`config.mk`:
```
export PLATFORM = sky130hd
export DESIGN_NAME = counting_semaphore_manager
export DESIGN_NICKNAME = d
export VERILOG_FILES = /design/src/rtl/csm_pkg.sv /design/src/rtl/csm_front.sv /design/src/rtl/csm_ram.sv /design/src/rtl/csm_exec.sv /design/src/rtl/csm_regs.sv /design/src/rtl/counting_semaphore_manager.sv
export SDC_FILE = /design/constraint.sdc
export NUM_CORES = 1
export LEC_CHECK = 0
export BUFFER_PORTS_ARGS = -buffer_cell sky130_fd_sc_hd__buf_2
export CAP_MARGIN = 10
export CORE_MARGIN = 1
export CORE_UTILIZATION = 50
export DETAILED_ROUTE_END_ITERATION = 8
export PLACE_DENSITY_LB_ADDON = 0.12
export SLEW_MARGIN = 30
export SYNTH_ARGS = -nofsm -noshare
export SYNTH_HDL_FRONTEND = slang
export SYNTH_SLANG_ARGS = --single-unit
```
`constraint.sdc`:
```
create_clock -name clk -period 8.91 [get_ports clk]
set_input_delay 1.782 -clock clk [delete_from_list [all_inputs] [get_ports clk]]
set_output_delay 1.782 -clock clk [all_outputs]
set_load 0.05 [all_outputs]
```
`src/rtl/csm_pkg.sv`:
```
`timescale 1ns / 1ps
package csm_pkg;
	localparam int CSM_NUM_RESOURCES = 4;
	localparam int CSM_NUM_PROCESSES = 16;
	localparam int CSM_MAX_WAKES = 15;
	localparam int CSM_HELD_DEPTH = CSM_NUM_PROCESSES * CSM_NUM_RESOURCES;
	localparam int CSM_QUEUE_DEPTH = CSM_NUM_RESOURCES * CSM_NUM_PROCESSES;

	localparam logic [1:0] KIND_WAIT = 2'd0;
	localparam logic [1:0] KIND_SIGNAL = 2'd1;
	localparam logic [1:0] KIND_RELEASE = 2'd2;
	localparam logic [1:0] KIND_NONE = 2'd3;

	localparam logic [2:0] ST_GRANTED = 3'd0;
	localparam logic [2:0] ST_BLOCKED = 3'd1;
	localparam logic [2:0] ST_EXIT = 3'd2;
	localparam logic [2:0] ST_POOL = 3'd3;
	localparam logic [2:0] ST_HANDOFF = 3'd4;
	localparam logic [2:0] ST_DONE = 3'd5;

	localparam logic [2:0] REG_DEFINED = 3'd0;
	localparam logic [2:0] REG_COUNT_A = 3'd1;
	localparam logic [2:0] REG_COUNT_B = 3'd2;
	localparam logic [2:0] REG_COUNT_C = 3'd3;
	localparam logic [2:0] REG_COUNT_D = 3'd4;

	typedef struct packed {
		logic [1:0] kind;
		logic [3:0] process_id;
		logic [1:0] resource;
	} req_t;

	typedef struct packed {
		logic [2:0] status;
		logic [3:0] woken_process;
		logic       last;
	} rsp_t;

	// Classified command passed from the front end to the executor.
	typedef enum logic [1:0] {
		CMD_EXIT,
		CMD_WAIT,
		CMD_SIGNAL,
		CMD_RELEASE
	} cmd_e_t;

	typedef struct packed {
		cmd_e_t     cmd;
		logic [3:0] process_id;
		logic [1:0] resource;
	} cmd_t;

	typedef enum logic [3:0] {
		EX_CLEAR,
		EX_IDLE,
		EX_EXEC,
		EX_WAKE_RD,
		EX_WAKE_WR,
		EX_REL_READ,
		EX_REL_CLEAR,
		EX_REL_STEP,
		EX_DONE
	} ex_state_t;
endpackage

```
`src/rtl/csm_front.sv`:
```
`timescale 1ns / 1ps
module csm_front (
	input  logic                clk,
	input  logic                arst_n,
	input  logic                in_valid,
	output logic                in_stall,
	input  csm_pkg::req_t       in_data,
	input  logic [2:0]          resources_defined,
	output logic                q_valid,
	input  logic                q_ready,
	output csm_pkg::cmd_t       q_data
);
	import csm_pkg::*;

	cmd_t cmd;
	logic keep;
	logic push;
	logic pop;
	cmd_t fifo_q [2];
	logic wr_q;
	logic rd_q;
	logic [1:0] cnt_q;

	// Classify the request; a wait or signal on an undefined resource turns into an exit, and a none request is dropped.
	always_comb begin
		cmd.process_id = in_data.process_id;
		cmd.resource = in_data.resource;
		keep = 1'b1;
		case (in_data.kind)
			KIND_WAIT, KIND_SIGNAL: begin
				if ({1'b0, in_data.resource} < resources_defined) begin
					cmd.cmd = (in_data.kind == KIND_WAIT) ? CMD_WAIT : CMD_SIGNAL;
				end else begin
					cmd.cmd = CMD_EXIT;
				end
			end
			KIND_RELEASE: cmd.cmd = CMD_RELEASE;
			default: begin
				cmd.cmd = CMD_EXIT;
				keep = 1'b0;
			end
		endcase
	end

	// Two-entry queue between classification and execution.
	assign in_stall = (cnt_q == 2'd2);
	assign push = in_valid && !in_stall && keep;
	assign q_valid = (cnt_q != 2'd0);
	assign pop = q_valid && q_ready;
	assign q_data = fifo_q[rd_q];

	always_ff @(posedge clk or negedge arst_n) begin
		if (!arst_n) begin
			wr_q <= 1'b0;
			rd_q <= 1'b0;
			cnt_q <= 2'd0;
		end else begin
			if (push) wr_q <= ~wr_q;
			if (pop) rd_q <= ~rd_q;
			cnt_q <= cnt_q + {1'b0, push} - {1'b0, pop};
		end
	end

	always_ff @(posedge clk) begin
		if (push) fifo_q[wr_q] <= cmd;
	end
endmodule

```
`src/rtl/csm_ram.sv`:
```
`timescale 1ns / 1ps
module csm_ram #(
	parameter int WIDTH = 4,
	parameter int DEPTH = 64
) (
	input  logic                     clk,
	input  logic                     we,
	input  logic [$clog2(DEPTH)-1:0] waddr,
	input  logic [WIDTH-1:0]         wdata,
	input  logic [$clog2(DEPTH)-1:0] raddr,
	output logic [WIDTH-1:0]         rdata
);
	logic [WIDTH-1:0] mem_q [DEPTH];

	// One write port, one registered read port.
	always_ff @(posedge clk) begin
		if (we) mem_q[waddr] <= wdata;
		rdata <= mem_q[raddr];
	end
endmodule

```
`src/rtl/csm_exec.sv`:
```
`timescale 1ns / 1ps
module csm_exec (
	input  logic          clk,
	input  logic          arst_n,
	input  logic          q_valid,
	output logic          q_ready,
	input  csm_pkg::cmd_t q_data,
	input  logic [31:0]   caps,
	output logic          out_valid,
	input  logic          out_stall,
	output csm_pkg::rsp_t out_data
);
	import csm_pkg::*;

	localparam int QW = $clog2(CSM_NUM_PROCESSES);
	localparam int FW = $clog2(CSM_NUM_PROCESSES + 1);
	localparam int AW = $clog2(CSM_HELD_DEPTH);
	localparam int WAW = $clog2(CSM_QUEUE_DEPTH);

	ex_state_t state_q, state_d;
	cmd_t cmd_q;
	logic [1:0] res_q;
	logic [7:0] cnt_q;
	logic [3:0] wakes_q;
	logic [3:0] wake_pid_q;
	logic [AW-1:0] clr_q;

	logic [7:0] granted_q [CSM_NUM_RESOURCES];
	logic [QW-1:0] head_q [CSM_NUM_RESOURCES];
	logic [FW-1:0] fill_q [CSM_NUM_RESOURCES];

	// Held table, addressed by process and resource.
	logic h_we;
	logic [AW-1:0] h_waddr, h_raddr;
	logic [7:0] h_wdata, h_rdata;
	// Waiter FIFO storage, one circular region per resource.
	logic w_we;
	logic [WAW-1:0] w_waddr, w_raddr;
	logic [3:0] w_wdata, w_rdata;

	csm_ram #(.WIDTH(8), .DEPTH(CSM_HELD_DEPTH)) u_held (
		.clk(clk), .we(h_we), .waddr(h_waddr), .wdata(h_wdata),
		.raddr(h_raddr), .rdata(h_rdata)
	);
	csm_ram #(.WIDTH(4), .DEPTH(CSM_QUEUE_DEPTH)) u_waiters (
		.clk(clk), .we(w_we), .waddr(w_waddr), .wdata(w_wdata),
		.raddr(w_raddr), .rdata(w_rdata)
	);

	logic out_valid_q;
	rsp_t out_q;
	logic emit;
	rsp_t emit_rsp;
	logic [1:0] r;
	logic [7:0] cap;
	logic [QW:0] tail_sum;
	logic [QW-1:0] tail;
	logic [QW-1:0] head_nx;
	logic [7:0] held_inc;
	logic slot_free;
	logic grant_ok;
	logic queue_free;
	logic has_waiter;
	logic wake_ok;

	assign r = (state_q == EX_IDLE) ? q_data.resource : res_q;
	assign cap = caps[{r, 3'd0} +: 8];
	assign tail_sum = {1'b0, head_q[r]} + fill_q[r];
	assign tail = (tail_sum >= (QW+1)'(CSM_NUM_PROCESSES)) ?
		QW'(tail_sum - (QW+1)'(CSM_NUM_PROCESSES)) : tail_sum[QW-1:0];
	assign head_nx = (head_q[r] == QW'(CSM_NUM_PROCESSES - 1)) ? '0 : head_q[r] + 1'b1;
	assign held_inc = (h_rdata == 8'hFF) ? h_rdata : h_rdata + 8'd1;
	assign slot_free = !out_valid_q || !out_stall;
	assign grant_ok = granted_q[r] < cap;
	assign queue_free = fill_q[r] < FW'(CSM_NUM_PROCESSES);
	assign has_waiter = fill_q[r] != '0;
	assign wake_ok = wakes_q != 4'(CSM_MAX_WAKES);
	assign out_valid = out_valid_q;
	assign out_data = out_q;
	assign w_raddr = {r, head_q[r]};
	assign w_waddr = {res_q, tail};
	assign w_wdata = cmd_q.process_id;

	// Sequencer: next state, RAM control and the result to emit.
	always_comb begin
		state_d = state_q;
		q_ready = 1'b0;
		h_we = 1'b0;
		h_waddr = {cmd_q.process_id, res_q};
		h_wdata = 8'd0;
		h_raddr = {cmd_q.process_id, res_q};
		w_we = 1'b0;
		emit = 1'b0;
		emit_rsp = '{status: ST_EXIT, woken_process: 4'd0, last: 1'b1};
		case (state_q)
			EX_CLEAR: begin
				// Zero the held table once after reset.
				h_we = 1'b1;
				h_waddr = clr_q;
				if (clr_q == AW'(CSM_HELD_DEPTH - 1)) state_d = EX_IDLE;
			end
			EX_IDLE: begin
				q_ready = slot_free;
				h_raddr = {q_data.process_id, q_data.resource};
				if (q_valid && slot_free) begin
					case (q_data.cmd)
						CMD_EXIT: emit = 1'b1;
						CMD_RELEASE: state_d = EX_REL_READ;
						default: state_d = EX_EXEC;
					endcase
				end
			end
			EX_EXEC: begin
				if (slot_free) begin
					state_d = EX_IDLE;
					emit = 1'b1;
					if (cmd_q.cmd == CMD_WAIT) begin
						if (grant_ok) begin
							h_we = 1'b1;
							h_wdata = held_inc;
							emit_rsp.status = ST_GRANTED;
						end else if (queue_free) begin
							w_we = 1'b1;
							emit_rsp.status = ST_BLOCKED;
						end
					end else if (h_rdata != 8'd0) begin
						h_we = 1'b1;
						h_wdata = h_rdata - 8'd1;
						if (has_waiter) begin
							emit = 1'b0;
							state_d = EX_WAKE_RD;
						end else begin
							emit_rsp.status = ST_POOL;
						end
					end
				end
			end
			EX_WAKE_RD: begin
				// Read the woken process's held count after any earlier write.
				h_raddr = {wake_pid_q, res_q};
				state_d = EX_WAKE_WR;
			end
			EX_WAKE_WR: begin
				h_raddr = {wake_pid_q, res_q};
				h_waddr = {wake_pid_q, res_q};
				if (slot_free) begin
					h_we = 1'b1;
					h_wdata = held_inc;
					emit = 1'b1;
					emit_rsp = '{status: ST_HANDOFF, woken_process: wake_pid_q,
						last: (cmd_q.cmd != CMD_RELEASE)};
					state_d = (cmd_q.cmd == CMD_RELEASE) ? EX_REL_STEP : EX_IDLE;
				end
			end
			EX_REL_READ: state_d = EX_REL_CLEAR;
			EX_REL_CLEAR: begin
				// Clear the held entry; its old count drives the walk.
				h_we = 1'b1;
				state_d = EX_REL_STEP;
			end
			EX_REL_STEP: begin
				if (cnt_q == 8'd0) begin
					state_d = (res_q == 2'd3) ? EX_DONE : EX_REL_READ;
				end else if (has_waiter && wake_ok) begin
					state_d = EX_WAKE_RD;
				end
			end
			EX_DONE: begin
				if (slot_free) begin
					emit = 1'b1;
					emit_rsp.status = ST_DONE;
					state_d = EX_IDLE;
				end
			end
			default: state_d = EX_IDLE;
		endcase
	end

	// State register, counters and the result register.
	always_ff @(posedge clk or negedge arst_n) begin
		if (!arst_n) begin
			state_q <= EX_CLEAR;
			clr_q <= '0;
			cmd_q <= '0;
			out_valid_q <= 1'b0;
			out_q <= '0;
			wakes_q <= '0;
			wake_pid_q <= '0;
			cnt_q <= '0;
			res_q <= '0;
			for (int i = 0; i < CSM_NUM_RESOURCES; i++) begin
				granted_q[i] <= '0;
				head_q[i] <= '0;
				fill_q[i] <= '0;
			end
		end else begin
			state_q <= state_d;
			if (emit) begin
				out_valid_q <= 1'b1;
				out_q <= emit_rsp;
			end else if (!out_stall) begin
				out_valid_q <= 1'b0;
			end
			case (state_q)
				EX_CLEAR: clr_q <= clr_q + 1'b1;
				EX_IDLE: begin
					if (q_valid && slot_free) begin
						cmd_q <= q_data;
						res_q <= (q_data.cmd == CMD_RELEASE) ? 2'd0 : q_data.resource;
						wakes_q <= '0;
					end
				end
				EX_EXEC: begin
					if (slot_free) begin
						if (cmd_q.cmd == CMD_WAIT) begin
							if (grant_ok)
								granted_q[res_q] <= granted_q[res_q] + 8'd1;
							else if (queue_free)
								fill_q[res_q] <= fill_q[res_q] + 1'b1;
						end else if (h_rdata != 8'd0) begin
							if (has_waiter) begin
								wake_pid_q <= w_rdata;
								head_q[res_q] <= head_nx;
								fill_q[res_q] <= fill_q[res_q] - 1'b1;
							end else if (granted_q[res_q] != 8'd0) begin
								granted_q[res_q] <= granted_q[res_q] - 8'd1;
							end
						end
					end
				end
				EX_REL_CLEAR: cnt_q <= h_rdata;
				EX_REL_STEP: begin
					if (cnt_q == 8'd0) begin
						res_q <= res_q + 2'd1;
					end else begin
						cnt_q <= cnt_q - 8'd1;
						if (has_waiter && wake_ok) begin
							wake_pid_q <= w_rdata;
							head_q[res_q] <= head_nx;
							fill_q[res_q] <= fill_q[res_q] - 1'b1;
							wakes_q <= wakes_q + 4'd1;
						end else if (granted_q[res_q] != 8'd0) begin
							granted_q[res_q] <= granted_q[res_q] - 8'd1;
						end
					end
				end
				default: ;
			endcase
		end
	end
endmodule

```
`src/rtl/csm_regs.sv`:
```
`timescale 1ns / 1ps
module csm_regs (
	input  logic        clk,
	input  logic        arst_n,
	input  logic        psel,
	input  logic        penable,
	input  logic        pwrite,
	input  logic [4:0]  paddr,
	input  logic [31:0] pwdata,
	output logic [31:0] prdata,
	output logic        pready,
	output logic [2:0]  resources_defined,
	output logic [31:0] caps
);
	import csm_pkg::*;

	logic [2:0] def_q;
	logic [7:0] cap_q [4];
	logic [2:0] idx;

	assign idx = paddr[4:2];
	assign pready = 1'b1;
	assign resources_defined = def_q;
	assign caps = {cap_q[3], cap_q[2], cap_q[1], cap_q[0]};

	// Register writes on the access phase.
	always_ff @(posedge clk or negedge arst_n) begin
		if (!arst_n) begin
			def_q <= 3'd4;
			for (int i = 0; i < 4; i++) cap_q[i] <= 8'd1;
		end else if (psel && penable && pwrite) begin
			case (idx)
				REG_DEFINED: def_q <= pwdata[2:0];
				REG_COUNT_A: cap_q[0] <= pwdata[7:0];
				REG_COUNT_B: cap_q[1] <= pwdata[7:0];
				REG_COUNT_C: cap_q[2] <= pwdata[7:0];
				REG_COUNT_D: cap_q[3] <= pwdata[7:0];
				default: ;
			endcase
		end
	end

	// Read back.
	always_comb begin
		case (idx)
			REG_DEFINED: prdata = {29'd0, def_q};
			REG_COUNT_A: prdata = {24'd0, cap_q[0]};
			REG_COUNT_B: prdata = {24'd0, cap_q[1]};
			REG_COUNT_C: prdata = {24'd0, cap_q[2]};
			REG_COUNT_D: prdata = {24'd0, cap_q[3]};
			default: prdata = 32'd0;
		endcase
	end
endmodule

```
`src/rtl/counting_semaphore_manager.sv`:
```
`timescale 1ns / 1ps
// With the executor idle, exit is valid in the cycle after the request is taken; wait
// and signal pass through EX_EXEC first, and a hand-off also through EX_WAKE_RD and
// EX_WAKE_WR. The executor takes one request per pass; a release reads, clears and steps
// each resource, one step per held instance, waking up to 15 waiters in all.
// Result stalls hold the executor; a two-entry queue buffers requests in between.
// Reset (arst_n low) clears counts and queue pointers; the held table is then zeroed
// entry by entry in EX_CLEAR while the input stalls once the queue is full.
module counting_semaphore_manager (
	input  logic          clk,
	input  logic          arst_n,
	input  logic          in_valid,
	output logic          in_stall,
	input  csm_pkg::req_t in_data,
	output logic          out_valid,
	input  logic          out_stall,
	output csm_pkg::rsp_t out_data,
	input  logic          psel,
	input  logic          penable,
	input  logic          pwrite,
	input  logic [4:0]    paddr,
	input  logic [31:0]   pwdata,
	output logic [31:0]   prdata,
	output logic          pready
);
	import csm_pkg::*;

	logic [2:0] defined;
	logic [31:0] caps;
	logic q_valid, q_ready;
	cmd_t q_data;

	csm_regs u_regs (
		.clk(clk), .arst_n(arst_n), .psel(psel), .penable(penable), .pwrite(pwrite),
		.paddr(paddr), .pwdata(pwdata), .prdata(prdata), .pready(pready),
		.resources_defined(defined), .caps(caps)
	);

	csm_front u_front (
		.clk(clk), .arst_n(arst_n), .in_valid(in_valid), .in_stall(in_stall),
		.in_data(in_data), .resources_defined(defined),
		.q_valid(q_valid), .q_ready(q_ready), .q_data(q_data)
	);

	csm_exec u_exec (
		.clk(clk), .arst_n(arst_n), .q_valid(q_valid), .q_ready(q_ready),
		.q_data(q_data), .caps(caps), .out_valid(out_valid),
		.out_stall(out_stall), .out_data(out_data)
	);
endmodule

```
==> results.json, run 1 <==
{
  "result_of_the_run": "complete, no violations",
  "antenna_found_initial": 0,
  "path_max_fanout": 55,
  "timing.max_cap.violations": 0,
  "initial_utilization": 0.508,
  "dpl_worst_slack_ps": 2390,
  "syn-mean-instance-area_sq_um": 15.4,
  "path_cells": "nor4b_4, mux2_8, mux4_2, ha_1, o21ai_0, a21oi_1, nand2_1, a21oi_1, nor2_1, a21oi_1, o211ai_1, a22oi_2, buf_4, nor2_1",
  "min_delay_path_depth": 1,
  "crit_path_frequent_cell": "a21oi_1",
  "dpl_wire_length_um": 58100,
  "setup_repair_after_global_routing_missed_its_margin": "no",
  "first_pass_iters": 7,
  "cts_root_buffer": "clkbuf_16",
  "chipHeight_um": 289,
  "worst_case_clock_skew_ps": 35.2,
  "via_count": 23100,
  "sum_of_overflow_across_all_layers_after_global_routing": 0,
  "finalHoldViolCount": 0,
  "antenna_violating_nets_post_route": 0,
  "most_frequent_cells_in_the_layout": "edfxtp_1 (784), nand2_1 (274), mux2i_1 (255)",
  "tritoncts": "built",
  "post-route-period-util": 0.723,
  "cts-hold-fix-buffers": 0,
  "static_leakage_nw": 16.5,
  "netSwitchingPower_w": 0.00727,
  "post-route-worst-setup-slack_ps": 2470,
  "tritoncts.num_buffers": 97,
  "maxClockFrequency_ghz": 0.155,
  "slowest_stage": "nor4b_4",
  "largest_net_degree_at_the_start_of_global_routing": 91,
  "synth_sequential_area_ratio": 0.669,
  "power.share.sequential": 0.334,
  "drt_iter0_markers": 1880,
  "cts_resized": 0,
  "clkTransAtPathRegs_ps": 60,
  "finish.net_count": 2796,
  "finalCriticalPeriod_ps": 6440,
  "edff_count_synth": 784,
  "fraction_of_the_mapped_netlist_area_in_adder_cells": 0.00929,
  "wirelength_um": 94000,
  "setup_viol": 0,
  "clock_power_share": 0.224,
  "post_route_cells_drive_above_1_share": 0.188,
  "grt_usage": 0.229,
  "yosys_warnings": 0,
  "asyncSetResetFlopFracSynth": 0.159,
  "max_slew_margin_vs_limit": 0.309,
  "netlist_instances": 2670,
  "globalplace.congestion": 0.872,
  "vias_per_cell": 5.98,
  "met3_length_um": 5120,
  "postCtsSetupRepairBufs": 0,
  "core_area_sq_mm": 0.0811,
  "grt_pass1_vias": 23700,
  "met1_length_um": 40500,
  "met2RoutedLength_um": 45800,
  "final_common_cell": "edfxtp_1",
  "htreeDepth": 3,
  "arrival_time_reported_for_the_critical_path_endpoint_ps": 6770,
  "worstSetupPathType": "register to register",
  "timing.critical_path.to_type": "register",
  "internal_power_w": 0.0113,
  "grt_first_pass_wirelength_um": 144000,
  "clock_insertion_delay_worst_skew_ps": 670,
  "post_synth_instance_area_sq_mm": 0.0412,
  "critPathMaxStageDelay_ps": 830,
  "io_pins": 95,
  "setup-tns-final_ps": 0,
  "synth_top_family_by_area": "multiplexers",
  "rows": 104,
  "synth-simple-area-share": 0.0722,
  "drt-wirelength-per-cell_um": 24.4,
  "share_comb_of_total_power": 0.442,
  "n_antenna_cell": 0,
  "tightest_slew_ps": 1030,
  "placed_cell_area_sq_mm": 0.0426,
  "holdCritPathClass": "register to register",
  "die_outline_area_sq_mm": 0.0835,
  "chipWidth_um": 289,
  "worst_hold_slack_ps": 475,
  "slew_viol_final": 0,
  "syn2layout_area_growth_pct": 11.3,
  "start_kind": "register",
  "synth_flop_cell": "edfxtp_1",
  "synth_area_in_compound_gates": 0.0453,
  "ys_types": 73,
  "cp.required_ps": 9240,
  "clock_sinks": 946,
  "switching_share": 0.391,
  "pwr_per_cell_area_mw_per_mm2": 405,
  "top_layer": "met4",
  "yosys_register_bits": 946,
  "irDropWorstVdd_mv": 0.282,
  "detail_route.drc_violations": 0,
  "post_synthesis_share_of_cell_area_spent_on_xor_and_xnor_gates": 0.00574,
  "place.port_buffers": 43,
  "cts.path.max_buffers": 3,
  "postLayoutCellArea_sq_mm": 0.0458,
  "synth_mux_area_frac": 0.175,
  "r2r.worst_path.cells": 14
}
[cell families (layout without fill, tap and decap cells)]
kind of cell / Yosys count / after routing
flops: 946 / 946
compound gates: 268 / 268
xor+xnor: 27 / 27
other cells: 2 / 25
simple gates: 685 / 685
mux: 510 / 510
fa+ha+maj: 30 / 30
buf+inv: 202 / 307
[Yosys cell counts, types with 18 or more instances]
cell type  number  area (sq um)
o21ai_0        53           265
a21oi_1        58           290
mux2_2         89          1000
mux2i_1       260          2600
nand3_1        44           220
dfrtp_1       145          3630
inv_1          34           128
a22o_1         18           158
nor2_1        225           845
mux4_2        158          3560
nor3_1         38           190
edfxtp_1      784         23500
buf_4          30           225
buf_2          56           280
nand4_1        18           113
xnor2_1        19           166
clkbuf_1       60           225
ha_1           29           363
nand2_1       274          1030
[per-layer routing]
metal / GRT usage / vias up
li1: - / 10300
met1: 0.318 / 11800
met5: 0 / -
met2: 0.374 / 758
met4: 0.0703 / 0
met3: 0.0379 / 173
[worst paths after layout]
check | endpoint | slack (ps) | start
worst max-delay path | u_exec.u_held.mem_q[26][5] | 2470 | u_exec.state_q[2]
worst min-delay path | u_exec.wake_pid_q[1] | 480 | u_exec.u_waiters.rdata[1]
worst max register to register | u_exec.u_held.mem_q[26][5] | 2470 | u_exec.state_q[2]
worst min register to register | u_exec.wake_pid_q[1] | 480 | u_exec.u_waiters.rdata[1]
max in group asynchronous | u_exec.w_wdata[0] | 6540 | arst_n
min in group asynchronous | u_regs.caps[21] | 1170 | arst_n
[worst max-delay path: cells and delay by family, from the launching register on]
family | cells | cell delay [ps]
simple gates | 4 | 1450
flops | 1 | 610
mux | 2 | 1400
compound gates | 6 | 1830
buf+inv | 1 | 450
fa+ha+maj | 1 | 320
[final cells by class]
cell class,instances,area [sq um]
Clock buffer,119,2520
Clock inverter,64,751
Fill cell,6374,35200
Inverter,38,145
Multi-Input combinational cell,1545,13000
Sequential cell,946,27500
Tap cell,1060,1330
Timing Repair Buffer,86,552
[metrics by stage]
stage                     cells  power [W]   util
final                      3858     0.0186  0.565
after global routing       3858     0.0195  0.565
after CTS                  3858     0.0187  0.565
after detailed placement   3675     0.0146  0.525
after global placement     3675     0.0144  0.525
after floorplan            2693     0.0120      -
[flip-flops by register name, indices dropped and copies added (netlist names), 2 cells and up, named ones only]
register / count
u_exec.u_held.mem_q: 512
u_exec.u_waiters.mem_q: 256
u_exec.granted_q: 32
u_regs.caps: 32
u_exec.fill_q: 16
u_exec.head_q: 16
u_front.fifo_q: 16
u_exec.cnt_q: 8
u_exec.out_data: 8
u_exec.u_held.rdata: 8
u_exec.clr_q: 6
u_exec.state_q: 4
u_exec.u_waiters.rdata: 4
u_exec.w_wdata: 4
u_exec.wake_pid_q: 4
u_exec.wakes_q: 4
u_regs.resources_defined: 3
u_exec.cmd_q: 2
u_exec.res_q: 2
u_front.cnt_q: 2
[power by group through the flow]
stage / logic [W] / clock network, W / registers (W)
2_1_floorplan: 0.00569 / 0 / 0.00629
6_report: 0.00821 / 0.00415 / 0.00620
5_1_grt: 0.00885 / 0.00440 / 0.00625
4_1_cts: 0.00829 / 0.00423 / 0.00620
3_3_place_gp: 0.00812 / 0 / 0.00625
3_5_place_dp: 0.00827 / 0 / 0.00628
(Power assumes the default switching activity.)
==> run 2: changes to the inputs <==
==> constraint.sdc (replaced) <==
create_clock -name clk -period 5.45 [get_ports clk]
set_input_delay 1.09 -clock clk [delete_from_list [all_inputs] [get_ports clk]]
set_output_delay 1.09 -clock clk [all_outputs]
set_load 0.05 [all_outputs]
==> results.json, run 2 (synthesis results as in run 1) <==
{
  "result_of_the_run": "complete, no violations",
  "core_area_sq_mm": 0.0811,
  "irDropWorstVdd_mv": 0.632,
  "timing.critical_path.to_type": "register",
  "io_pins": 95,
  "setup_viol": 0,
  "timing.reg2reg.setup_slack_ps": 390,
  "slowest_stage": "mux4_2",
  "layout_top_registers": "u_exec.u_held.mem_q: 512 flops, u_exec.u_waiters.mem_q: 256 flops",
  "r2r.worst_path.cells": 14,
  "static_leakage_nw": 16.9,
  "most_frequent_cells_in_the_layout": "edfxtp_1 (784), nand2_1 (274), mux2i_1 (255)",
  "post-route-period-util": 0.929,
  "path_max_fanout": 19,
  "chipHeight_um": 289,
  "path_cells": "mux2i_1, mux2_8, mux4_2, ha_1, o21ai_0, a21oi_1, nand2_1, a21oi_1, nor2_1, nor4_1, buf_4, nor2b_1, nand2_1, nor2_1",
  "grt_first_pass_wirelength_um": 144000,
  "drt-wirelength-per-cell_um": 23.9,
  "finalHoldViolCount": 0,
  "setup_repair_after_global_routing_missed_its_margin": "no",
  "max_slew_margin_vs_limit": 0.330,
  "tightest_slew_ps": 994,
  "post-route-worst-setup-slack_ps": 386,
  "n_antenna_cell": 0,
  "die_outline_area_sq_mm": 0.0835,
  "place_inst": 3741,
  "dpl_worst_slack_ps": 31.6,
  "clkTransAtPathRegs_ps": 60,
  "wirelength_um": 93900,
  "post-layout-total-power_w": 0.0304,
  "layoutNonFillerInstCount": 3930,
  "drt_iter0_markers": 1872,
  "place.port_buffers": 43,
  "largest_net_degree_at_the_start_of_global_routing": 130,
  "pwr_per_cell_area_mw_per_mm2": 654,
  "postLayoutCellArea_sq_mm": 0.0464,
  "worst_hold_slack_ps": 379,
  "tritoncts": "built",
  "arrival_time_reported_for_the_critical_path_endpoint_ps": 5380,
  "timing.max_cap.violations": 0,
  "crit_path_from": "u_front.rd_q",
  "syn2layout_area_growth_pct": 12.7,
  "cp.required_ps": 5770,
  "worstSetupPathType": "register to register",
  "clock_insertion_delay_worst_skew_ps": 660,
  "chipWidth_um": 289,
  "reg2reg_to": "u_exec.u_waiters.mem_q[18][3]",
  "final_common_cell": "edfxtp_1",
  "r2r-start": "u_front.rd_q",
  "finish.net_count": 2869,
  "detail_route.drc_violations": 0,
  "finalCriticalPeriod_ps": 5060,
  "maxClockFrequency_ghz": 0.197,
  "start_kind": "register",
  "antenna_violating_nets_post_route": 0,
  "critPathCapture": "u_exec.u_waiters.mem_q[18][3]",
  "cts.path.max_buffers": 3,
  "htreeDepth": 3,
  "initial_utilization": 0.508,
  "worst_case_clock_skew_ps": 31.7,
  "antenna_found_initial": 0,
  "critPathMaxStageDelay_ps": 570,
  "largest_register_ff_count": 512,
  "grt_pass1_vias": 24100,
  "vias_per_cell": 5.92,
  "sum_of_overflow_across_all_layers_after_global_routing": 0,
  "max_flop_register": "u_exec.u_held.mem_q",
  "globalplace.congestion": 0.875,
  "first_pass_iters": 6,
  "post_route_cells_drive_above_1_share": 0.209,
  "cts_root_buffer": "clkbuf_16",
  "slew_viol_final": 0,
  "placed_cell_area_sq_mm": 0.0432,
  "holdCritPathClass": "input pin to async pin",
  "rows": 104,
  "grt_usage": 0.230,
  "dpl_wire_length_um": 58000,
  "tritoncts.num_buffers": 99,
  "via_count": 23300,
  "clock_sinks": 946
}
==> run 2: how the worst min path moves through the flow <==
| stage | start | to | slack, ps | cells past startpoint |
|---|---|---|---|---|
| detailed placement | u_exec.u_waiters.rdata[0] | u_exec.wake_pid_q[0] | 450 | 1 |
| CTS | arst_n | u_regs.caps[29] | 370 | 1 |
| global route | arst_n | u_regs.caps[20] | 390 | 1 |
| global placement | u_exec.u_waiters.rdata[3] | u_exec.wake_pid_q[3] | 450 | 1 |
| finish | arst_n | u_regs.caps[20] | 380 | 1 |
| floorplan | u_exec.clr_q[5] | u_exec.clr_q[5] | 440 | 1 |
==> run 2: per-stage QoR <==
stage,utilization,TNS [ps]
detailed placement,0.532,0
global placement,0.532,0
finish,0.573,0
floorplan,-,-23010
global route,0.573,0
CTS,0.572,0
==> run 2: worst max-delay path, delay by kind of cell, from the launching register on <==
family | cells | cell delay, ps
buf+inv | 1 | 180
mux | 3 | 1610
compound gates | 3 | 590
flops | 1 | 360
simple gates | 6 | 1660
fa+ha+maj | 1 | 310
==> run 2: what timing repair did <==
action | in CTS | in global routing
setup endpoints to repair | 0 | 205
hold buffers | 0 | 0
resized for setup | 0 | 1
setup buffers | 0 | 4
==> run 2: cell type report <==
cell class	instances	area [sq um]
fill	6328	34700
sequential	946	27500
multi-input combinational	1545	13000
clock buffer	126	2630
tap	1060	1330
timing repair buffer	157	1230
clock inverter	58	551
inverter	38	145
==> run 2: routing by layer <==
layer | wire length (um) | global-route usage
met1 | 40500 | 0.316
met2 | 45800 | 0.377
met3 | 4660 | 0.0321
met4 | 2870 | 0.0772
met5 | 0 | 0
==> run 2: power by group <==
part	switching, W	internal (W)
registers	0.000521	0.00955
clock network	0.00283	0.00373
logic	0.00850	0.00523
